<file path="src/rtl/nnis_div.sv">
// ----------------------------------------------------------------------------
// nnis_div: restoring divider for the step ratio
// One quotient bit per cycle, MSB first. A start pulse restarts it.
// ----------------------------------------------------------------------------
module nnis_div #(
  parameter int NUM_W = 27,
  parameter int DEN_W = 11
) (
  input  logic             clk,
  input  logic             rst_n,
  input  logic             start,
  input  logic [NUM_W-1:0] num,
  input  logic [DEN_W-1:0] den,
  output logic             busy,
  output logic [NUM_W-1:0] quot
);

  localparam int CNT_W = $clog2(NUM_W + 1);

  logic [NUM_W-1:0] work_r, work_nxt;
  logic [DEN_W-1:0] rem_r, rem_nxt;
  logic [DEN_W-1:0] den_r;
  logic [CNT_W-1:0] cnt_r, cnt_nxt;
  logic [DEN_W:0]   trial;
  logic             qbit;

  // One restoring step
  always_comb begin
    trial    = {rem_r, work_r[NUM_W-1]};
    qbit     = (trial >= {1'b0, den_r});
    rem_nxt  = qbit ? DEN_W'(trial - {1'b0, den_r}) : trial[DEN_W-1:0];
    work_nxt = {work_r[NUM_W-2:0], qbit};
    cnt_nxt  = cnt_r - CNT_W'(1);
  end

  // Iteration counter
  always_ff @(posedge clk) begin
    if (!rst_n) begin
      cnt_r <= '0;
    end else if (start) begin
      cnt_r <= CNT_W'(NUM_W);
    end else if (cnt_r != '0) begin
      cnt_r <= cnt_nxt;
    end
  end

  // Datapath
  always_ff @(posedge clk) begin
    if (start) begin
      work_r <= num;
      rem_r  <= '0;
      den_r  <= den;
    end else if (cnt_r != '0) begin
      work_r <= work_nxt;
      rem_r  <= rem_nxt;
    end
  end

  assign busy = (cnt_r != '0);
  assign quot = work_r;

endmodule

</file>
<file path="config.mk">
export PLATFORM = sky130hd
export DESIGN_NAME = nnis_div
export DESIGN_NICKNAME = d
export VERILOG_FILES = /design/src/rtl/nnis_div.sv
export SDC_FILE = /design/constraint.sdc
export NUM_CORES = 1
export LEC_CHECK = 0
export BUFFER_PORTS_ARGS = -buffer_cell sky130_fd_sc_hd__clkbuf_2
export CAP_MARGIN = 10
export CORE_MARGIN = 1.5
export CORE_UTILIZATION = 49
export CTS_CLUSTER_SIZE = 10
export DETAILED_ROUTE_END_ITERATION = 16
export PLACE_DENSITY = 0.77
export SYNTH_ARGS = -nofsm -noshare
export SYNTH_HDL_FRONTEND = slang
export SYNTH_SLANG_ARGS = --single-unit
</file>
<file path="constraint.sdc">
create_clock -name clk -period 2.3 [get_ports clk]
set_input_delay 0.23 -clock clk [delete_from_list [all_inputs] [get_ports clk]]
set_output_delay 0.23 -clock clk [all_outputs]
set_load 0.005 [all_outputs]
</file>
==> impl_metrics.yaml, run 1 <==
power_and_ir_drop:
  p_leak_nw: 1.54
  power_density_mw_per_mm2: 984
  power.switching_w: 0.00128
  clock_power_share_pct: 16.5
  swShare_pct: 37.0
  internal_power_w: 0.00218
  ir_drop_mv: 0.479
  p_seq_share_pct: 39.8
  pwr-share-comb_pct: 43.7
place:
  place_inst: 397
  io_buffers: 68
  place_hpwl_um: 4380
  gp_congestion: 0.835
  pre_cts_slack_ns: -0.0128
clock_tree:
  cts_root_buffer: "clkbuf_8"
  cts_sinks: 54
  cts_max_level: 2
  clkLatencyLatePin_ns: 0.32
  clockBufferDepth: 2
  cts_inserted_buffers: 5
  cts_tree: "done"
  post-cts-setup-buffers: 0
  cts.reportedPaths.clkPinSlew_ns: 0.10
route:
  wl_per_cell_um: 15.0
  first_iter_violations: 237
  wl_um: 6060
  firstDrtPassIters: 5
  vias: 2278
  vias_per_cell: 5.62
  detail-route-antenna-nets: 0
  drcViolationCount: 0
critical_path:
  reg2regPathDepth: 9
  path_max_fanout: 11
  critPathKind: "flop to flop"
  setup.worst_path.start: "quot[26]$_DFFE_PP_"
  critPathLaunchType: "flop"
  worstReg2RegEnd: "rem_r[0]$_SDFFE_PP0P_"
  crit_arrival_ns: 2.40
  required_ns: 2.53
  r2r_slack_ns: 0.13
  timing.rr.start: "quot[26]$_DFFE_PP_"
  end_kind: "flop"
sta:
  final.period_utilization_pct: 94.4
  fmax_mhz: 461
  min_period_ns: 2.17
  hold_viol: 0
  worst_clock_skew_ns: 0.00817
  worst_slew_pin_slew_ns: 0.424
  final_max_slew_viol_count: 0
  timing.hold.ws_ns: 0.0864
  setup_viol: 0
  setup_ws_ns: 0.130
  rsz0062_at_grt: "no"
  worst_slew_margin_rel_pct: 71.0
floorplan:
  die_area_mm2: 0.00649
  die_x_um: 80.6
  coreArea_mm2: 0.00585
  initial_utilization_pct: 50.4
  io_pins: 69
  die_h_um: 80.6
  rows: 28
logic_synthesis:
  yosysTopAreaCell: "edfxtp_1"
  avgSynthCellArea_um2: 11.5
  synth_warnings: 0
  yosysTopAreaCellShare_pct: 38.7
  ys_async_sr_fraction_pct: 0
  synth_flop_cell: "edfxtp_1"
  synth_cells: 256
  ys_ff_latch: 54
  netlist_area_mm2: 0.00295
  synth_fp_nets: 310
  synth_cell_types: 53
  seq_area_frac_synth_pct: 49.6
  synth.area.top_cells: "edfxtp_1, dfxtp_1, mux2_2"
  synth-edff-count: 38
layout:
  syn2layout_area_growth_pct: 19.5
  fin_cells: 405
  nets: 383
  final_layout_size_suffix_gt1_share_pct: 37.0
  antenna_cells: 0
global_route:
  grt_max_degree: 48
  grtUsageTotal_pct: 19.9
  overflow: 0
  grt_pass1_vias: 2251
  grt_pass1_wl_um: 10000
  antenna_found_initial: 0
min_path:
  hold_path_class: "primary input to flop"
  hold_path_depth: 1
  hold_path.startpoint: "den[9]"
  min_to: "den_r[9]$_DFFE_PP_"
run:
  drv_cap: 0
run_status:
  status: "finished clean"
-- critical path, cell delays in order, from the launching register on --
cell and delay, ns:
edfxtp_1 0.36, inv_1 0.05, ha_1 0.21, fa_1 0.41, nand2b_4 0.17, a21oi_4 0.19, o21ai_4 0.10, buf_4 0.19
a21o_1 0.17, a311oi_2 0.24
-- power by group through the flow --
| stage | registers [W] | logic (W) | clock network (W) |
|---|---|---|---|
| after global placement | 0.00139 | 0.00142 | 0 |
| final | 0.00138 | 0.00152 | 0.000572 |
| after global routing | 0.00140 | 0.00168 | 0.000624 |
| after detailed placement | 0.00139 | 0.00146 | 0 |
| after CTS | 0.00138 | 0.00147 | 0.000585 |
| after floorplan | 0.00137 | 0.00109 | 0 |
-- cell type report --
type / instances / area [µm²]
inverters: 19 / 71.3
repair buffers: 79 / 435
fillers: 470 / 2330
clock inverters: 3 / 28.8
well taps: 75 / 93.8
flip-flops and latches: 54 / 1460
multi-input cells: 170 / 1360
clock buffers: 5 / 68.8
-- Yosys cell counts, drive strengths merged (2+ instances only) --
cell type,count
edfxtp,38
mux2,27
nor2,23
inv,18
dfxtp,16
ha,12
buf,11
o21ai,11
a21oi,10
nand2,10
nor3b,7
a21o,6
nor3,6
a2111oi,4
a211o,4
a311oi,4
nor2b,4
o21a,4
a31oi,3
nand3,3
o311a,3
xnor2,3
and3,2
clkbuf,2
mux2i,2
nor4b,2
o211a,2
xor2,2
-- worst max path at each step --
stage	slack (ns)	cells after the start	to
2_1_floorplan	0.07	9	rem_r[4]$_SDFFE_PP0P_
3_3_place_gp	0.07	9	rem_r[0]$_SDFFE_PP0P_
3_5_place_dp	-0.01	9	rem_r[10]$_SDFFE_PP0P_
4_1_cts	0.06	9	rem_r[10]$_SDFFE_PP0P_
5_1_grt	0.01	9	rem_r[9]$_SDFFE_PP0P_
6_report	0.13	9	rem_r[0]$_SDFFE_PP0P_
-- flip-flops by register name, indices dropped and copies added, names as in the netlist --
signal,flops
cnt_r,5
den_r,11
quot,27
rem_r,11
-- metal layers --
layer  global-route usage (%)  vias to the layer above  share of wire (%)
li1                         -                     1111                  -
met1                     26.5                     1080                 46
met2                     31.5                       76                 46
met3                     5.00                       11                6.5
met4                     6.90                        0                1.4
met5                        0                        -                  0
-- through the flow --
step                cell area (µm²)  util, %  TNS (ns)  power [W]
finish                         3520     60.2         0    0.00347
global route                   3520     60.2         0    0.00371
CTS                            3510     59.9         0    0.00344
detailed placement             3410     58.2   -0.0128    0.00285
global placement               3410     58.2         0    0.00281
floorplan                      2950        -         0    0.00246
-- cells by family (layout without fill, tap and decap cells) --
family / count (synthesis) / after routing / synth area share [%]
DFF: 54 / 54 / 49.6
adders and majority gates: 13 / 13 / 5.77
xor gates and xnor gates: 5 / 5 / 1.49
and+or+nand+nor: 63 / 63 / 11.0
buffers and inverters: 32 / 106 / 4.88
AOI/OAI and AO/OA: 60 / 60 / 16.3
muxes: 29 / 29 / 11.0
-- placed cells by master (no fill, tap or decap), drive strengths merged, types with 3 or more instances in the layout --
cell type / instances
nor3b: 7
a21o: 6
o311a: 3
o21ai: 11
clkinv: 3
a211o: 4
ha: 12
inv: 19
a311oi: 4
edfxtp: 38
nand3: 3
xnor2: 3
mux2: 27
nor2: 23
nand2: 10
a2111oi: 4
dfxtp: 16
a31oi: 3
a21oi: 10
o21a: 4
buf: 11
clkbuf: 73
nor2b: 4
nor3: 6
-- repair_timing --
item,CTS,global route
resized for setup,1,4
hold buffers,0,0
pin swaps,0,1
setup endpoints to repair,5,9
No activity file was read; power rests on OpenSTA's default activity.
==> run 2: changes to the inputs <==
Settings changed: ABC_AREA set to 1, PLACE_DENSITY 0.77 to 0.76.
==> run 2 against run 1 <==
  * Register-to-register slack improved by 0.10 ns
  * Utilization fell by 0.56 points
  * Largest cell class unchanged
  * Fmax rose by 4.9%
  * Die area rose by 2.9%
  * Power fell by 5.1%
  * Non-clock buffer count fell by 5
==> impl_metrics.yaml, run 2 <==
min_path:
  hold_path_class: "primary input to flop"
clock_tree:
  clockBufferDepth: 2
  hold_buffers: 0
  post-cts-setup-buffers: 0
  cts.reportedPaths.clkPinSlew_ns: 0.11
  cts_resized: 0
  cts_inserted_buffers: 5
  cts_max_level: 2
  cts_sinks: 54
  cts_root_buffer: "clkbuf_8"
  clkLatencyLatePin_ns: 0.31
  cts_tree: "done"
layout:
  syn2layout_area_growth_pct: 16.9
  final_cell_mix: "nand2_1, clkbuf_2, inv_1, edfxtp_1, nand3_1"
  final_common_cell: "nand2_1"
  antenna_cells: 0
  fin_area_mm2: 0.00355
  final_layout_size_suffix_gt1_share_pct: 24.6
  nets: 496
  largest_reg_flops: 27
sta:
  worst_clock_skew_ns: 0.0105
  rsz0062_at_grt: "no"
  final.period_utilization_pct: 90.0
  worst_slew_pin_slew_ns: 0.446
  fin_tns_setup_ns: 0
  setup_viol: 0
  hold_viol: 0
  final_max_slew_viol_count: 0
  fmax_mhz: 483
  worst_slew_margin_rel_pct: 70.2
  timing.hold.ws_ns: 0.0881
  min_period_ns: 2.07
critical_path:
  critPathLaunchType: "flop"
  path_common_cell: "nand3_1"
  path_cells: "inv_1, ha_1, fa_1, inv_1, nand3_1, nand3_1, nand2_2, nand4_4, nand3_1, nand3_1, nand2_1"
  path_max_fanout: 12
  max_stage_delay_ns: 0.41
  end_kind: "flop"
  required_ns: 2.51
  critPathKind: "flop to flop"
  crit_path_top_delay_cell: "fa_1"
  crit_arrival_ns: 2.27
floorplan:
  io_pins: 69
  initial_utilization_pct: 51.0
  coreArea_mm2: 0.00596
  die_h_um: 81.8
  die_area_mm2: 0.00668
  rows: 28
  die_x_um: 81.8
route:
  first_iter_violations: 148
  firstDrtPassIters: 5
  vias_per_cell: 4.93
  vias: 2552
  detail-route-antenna-nets: 0
  wl_per_cell_um: 12.7
  drcViolationCount: 0
  wl_um: 6570
power_and_ir_drop:
  p_seq_share_pct: 40.4
  power_density_mw_per_mm2: 926
  ir_drop_mv: 0.483
  internal_power_w: 0.00205
  power.switching_w: 0.00125
  clock_power_share_pct: 19.6
  p_leak_nw: 1.87
  swShare_pct: 37.9
  pwr-share-comb_pct: 40.0
place:
  io_buffers: 68
  place_hpwl_um: 4800
  gp_congestion: 0.945
  placed_area_mm2: 0.00344
global_route:
  antenna_found_initial: 0
  grt_pass1_vias: 2428
  grt_pass1_wl_um: 11100
  grtUsageTotal_pct: 21.6
  overflow: 0
  grt_max_degree: 30
logic_synthesis:
  synth_cell_types: 33
  netlist_area_mm2: 0.00304
  yosysTopAreaCell: "edfxtp_1"
  avgSynthCellArea_um2: 8.15
  synth_fp_nets: 427
  yosysTopAreaCellShare_pct: 37.5
  synth_cells: 373
  synth_flop_cell: "edfxtp_1"
  synth.area.top_cells: "edfxtp_1, nand2_1, dfxtp_1"
  seq_area_frac_synth_pct: 48.1
  synth_common_cells: "nand2_1, inv_1, edfxtp_1"
  synth_warnings: 0
  ys_async_sr_fraction_pct: 0
  synth-edff-count: 38
  ys_ff_latch: 54
  yosysMostFrequentCell: "nand2_1"
run:
  drv_cap: 0
run_status:
  status: "finished clean"
[run 2: cell count changes after synthesis, moves of 7 or more]
| cell | change |
|---|---|
| nand3_1 | +22 |
| nor3b_1 | -7 |
| nor2_1 | -11 |
| nand4_1 | +13 |
| inv_1 | +34 |
| mux2_2 | -27 |
| nand2_1 | +142 |
| o21ai_0 | -9 |
| nand2_2 | +11 |
[run 2: per-stage QoR]
stage / setup WS (ns) / utilization [%] / total power [W] / std cells
final: 0.230 / 59.7 / 0.00329 / 518
after global routing: 0.0440 / 59.7 / 0.00354 / 518
after CTS: 0.245 / 59.7 / 0.00331 / 518
after detailed placement: 0.266 / 57.7 / 0.00266 / 510
after global placement: 0.354 / 57.7 / 0.00263 / 510
after floorplan: 0.272 / - / 0.00239 / 373
[run 2: worst paths after layout]
path	from	to	slack, ns	cells past startpoint
setup / recovery	quot[26]$_DFFE_PP_	rem_r[5]$_SDFFE_PP0P_	0.23	11
hold / removal	den[0]	den_r[0]$_DFFE_PP_	0.09	1
setup reg to reg	quot[26]$_DFFE_PP_	rem_r[5]$_SDFFE_PP0P_	0.23	11
hold reg to reg	rem_r[10]$_SDFFE_PP0P_	rem_r[10]$_SDFFE_PP0P_	0.48	2
[run 2: cell families after synthesis]
| group | Yosys count | share of synthesized area (%) |
|---|---|---|
| DFF | 54 | 48.1 |
| buffers and inverters | 66 | 9.35 |
| xor gates and xnor gates | 4 | 1.15 |
| AOI/OAI and AO/OA | 8 | 1.61 |
| adders and majority gates | 13 | 5.60 |
| and+or+nand+nor | 228 | 34.2 |
[run 2: layout make-up]
class	count	area, µm²
fillers	574	2400
flip-flops and latches	54	1460
multi-input cells	253	1290
repair buffers	74	385
inverters	54	203
clock buffers	7	108
well taps	75	93.8
clock inverters	1	8.76
[run 2: per-layer routing]
metal	global-route usage, %	part of all wire [%]	vias to the layer above
met2	34.6	46	71
met5	0	0	-
li1	-	-	1323
met4	8.64	3.0	0
met3	4.22	5.5	16
met1	28.6	46	1142
[run 2: power by group through the flow]
stage / Combinational [W] / Sequential, W / Clock, W
finish: 0.00132 / 0.00133 / 0.000645
global route: 0.00150 / 0.00135 / 0.000691
CTS: 0.00131 / 0.00133 / 0.000661
detailed placement: 0.00131 / 0.00135 / 0
global placement: 0.00128 / 0.00135 / 0
floorplan: 0.00105 / 0.00134 / 0
[run 2: worst max-delay path: cells and delay by family, from the launching register on]
family / cells / cell delay, ns
simple gates: 7 / 0.79
fa+ha+maj: 2 / 0.64
flops: 1 / 0.36
buf+inv: 2 / 0.16
==> run 3: changes to the inputs <==
Settings changed: CORE_MARGIN 1.5 to not set, CORE_UTILIZATION 49 to 54, PLACE_DENSITY 0.76 to 0.8, SLEW_MARGIN set to 5.
Clock period 2.3 ns to 2.21 ns, I/O delays scaled along.
==> run 3 against run 2 <==
  * Sequential power rose by 5%
  * Clock power fell by 19%
  * Global-route usage rose by 1.1 points
  * Combinational power rose by 4%
  * Highest routed layer unchanged
  * Utilization rose by 7.4 points
  * Critical path type unchanged
==> impl_metrics.yaml, run 3 (synthesis results as in run 2) <==
global_route:
  grt_max_degree: 40
  grt_pass1_wl_um: 10700
  grtUsageTotal_pct: 22.6
  overflow: 0
  grt_pass1_vias: 2428
  antenna_found_initial: 0
floorplan:
  coreArea_mm2: 0.00527
  initial_utilization_pct: 57.7
  io_pins: 69
  die_area_mm2: 0.00593
  die_h_um: 77.0
  die_x_um: 77.0
  rows: 26
critical_path:
  max_stage_delay_ns: 0.41
  crit_arrival_ns: 2.32
  crit_path_top_delay_cell: "fa_1"
  critPathLaunchType: "flop"
  required_ns: 2.46
  end_kind: "flop"
  path_common_cell: "nand3_1"
  critPathKind: "flop to flop"
  path_max_fanout: 11
  path_cells: "inv_1, ha_1, fa_1, inv_1, nand3_1, nand3_1, nand2_2, buf_4, nand4_1, nand3_1, nand2_1"
route:
  vias: 2615
  wl_per_cell_um: 12.2
  firstDrtPassIters: 4
  first_iter_violations: 136
  vias_per_cell: 5.09
  drcViolationCount: 0
  wl_um: 6290
  detail-route-antenna-nets: 0
layout:
  fillCellCount: 463
  fin_area_mm2: 0.00353
  final_common_cell: "nand2_1"
  nets: 497
  syn2layout_area_growth_pct: 16.2
  final_layout_size_suffix_gt1_share_pct: 24.1
  multi_input_area_mm2: 0.00132
  final_cell_mix: "nand2_1, clkbuf_2, inv_1, edfxtp_1, nand3_1"
  seqCellArea_mm2: 0.00146
  antenna_cells: 0
  largest_reg_flops: 27
sta:
  rsz0062_at_grt: "no"
  worst_clock_skew_ns: 0.00875
  hold_viol: 0
  final_max_slew_viol_count: 0
  setup_viol: 0
  min_period_ns: 2.07
  worst_slew_margin_rel_pct: 71.9
  fin_tns_setup_ns: 0
  worst_slew_pin_slew_ns: 0.421
  fmax_mhz: 483
  timing.hold.ws_ns: 0.0843
  final.period_utilization_pct: 93.7
power_and_ir_drop:
  p_leak_nw: 1.86
  power_density_mw_per_mm2: 931
  ir_drop_mv: 0.397
place:
  placed_area_mm2: 0.00343
  place_hpwl_um: 4570
  io_buffers: 68
  gp_congestion: 0.929
clock_tree:
  cts.reportedPaths.clkPinSlew_ns: 0.10
  cts_tree: "done"
  clkLatencyLatePin_ns: 0.30
  clockBufferDepth: 2
  cts_max_level: 2
  cts_inserted_buffers: 5
  cts_root_buffer: "clkbuf_8"
  post-cts-setup-buffers: 0
  cts_sinks: 54
run:
  drv_cap: 0
min_path:
  hold_path_class: "primary input to flop"
run_status:
  status: "finished clean"
==> run 3: per-layer routing <==
| metal | vias up | global-route usage, % | share of wire, % | wire length, µm |
|---|---|---|---|---|
| met5 | - | 0 | 0 | 0 |
| li1 | 1332 | - | - | - |
| met4 | 0 | 7.36 | 0.99 | 62 |
| met3 | 6 | 5.24 | 6.9 | 432 |
| met1 | 1195 | 30.3 | 45 | 2820 |
| met2 | 82 | 36.3 | 47 | 2970 |
==> run 3: metrics by stage <==
stage / utilization (%) / power (W) / std cells / setup slack [ns]
final: 67.0 / 0.00329 / 514 / 0.140
after global placement: 65.1 / 0.00271 / 505 / 0.279
after floorplan: - / 0.00249 / 373 / 0.182
after detailed placement: 65.1 / 0.00275 / 505 / 0.199
after global routing: 67.0 / 0.00355 / 514 / 0.00255
after CTS: 66.6 / 0.00327 / 513 / 0.162
==> run 3: critical path, delay by kind of cell (launching register included) <==
family / cells / cell delay [ns]
AND/OR/NAND/NOR: 6 / 0.60
flip-flops: 1 / 0.38
adder cells (fa/ha/maj): 2 / 0.64
buffers and inverters: 3 / 0.38
==> run 3: what timing repair did <==
item,CTS,global route
hold buffers,0,0
endpoints found under the setup margin,0,2
gates resized for setup,0,1
==> run 3: final timing paths <==
kind / from / endpoint / slack (ns) / depth (start not counted)
setup / recovery: quot[26]$_DFFE_PP_ / rem_r[7]$_SDFFE_PP0P_ / 0.14 / 11
hold / removal: den[1] / den_r[1]$_DFFE_PP_ / 0.08 / 1
setup reg to reg: quot[26]$_DFFE_PP_ / rem_r[7]$_SDFFE_PP0P_ / 0.14 / 11
hold reg to reg: rem_r[10]$_SDFFE_PP0P_ / rem_r[10]$_SDFFE_PP0P_ / 0.47 / 2
==> run 3: power by group <==
group	total [W]	internal (W)	leakage (nW)	switching, W
sequential	0.00139	0.00128	0.533	0.000114
combinational	0.00137	0.000540	1.28	0.000832
clock	0.000525	0.000213	0.0407	0.000313
==> run 3: cell type report <==
cell class | instances | share of cell area [%]
sequential | 54 | 41.4
multi-input combinational | 254 | 37.2
timing repair buffer | 74 | 10.9
inverter | 54 | 5.74
tap | 70 | 2.48
clock buffer | 5 | 1.95
clock inverter | 3 | 0.319
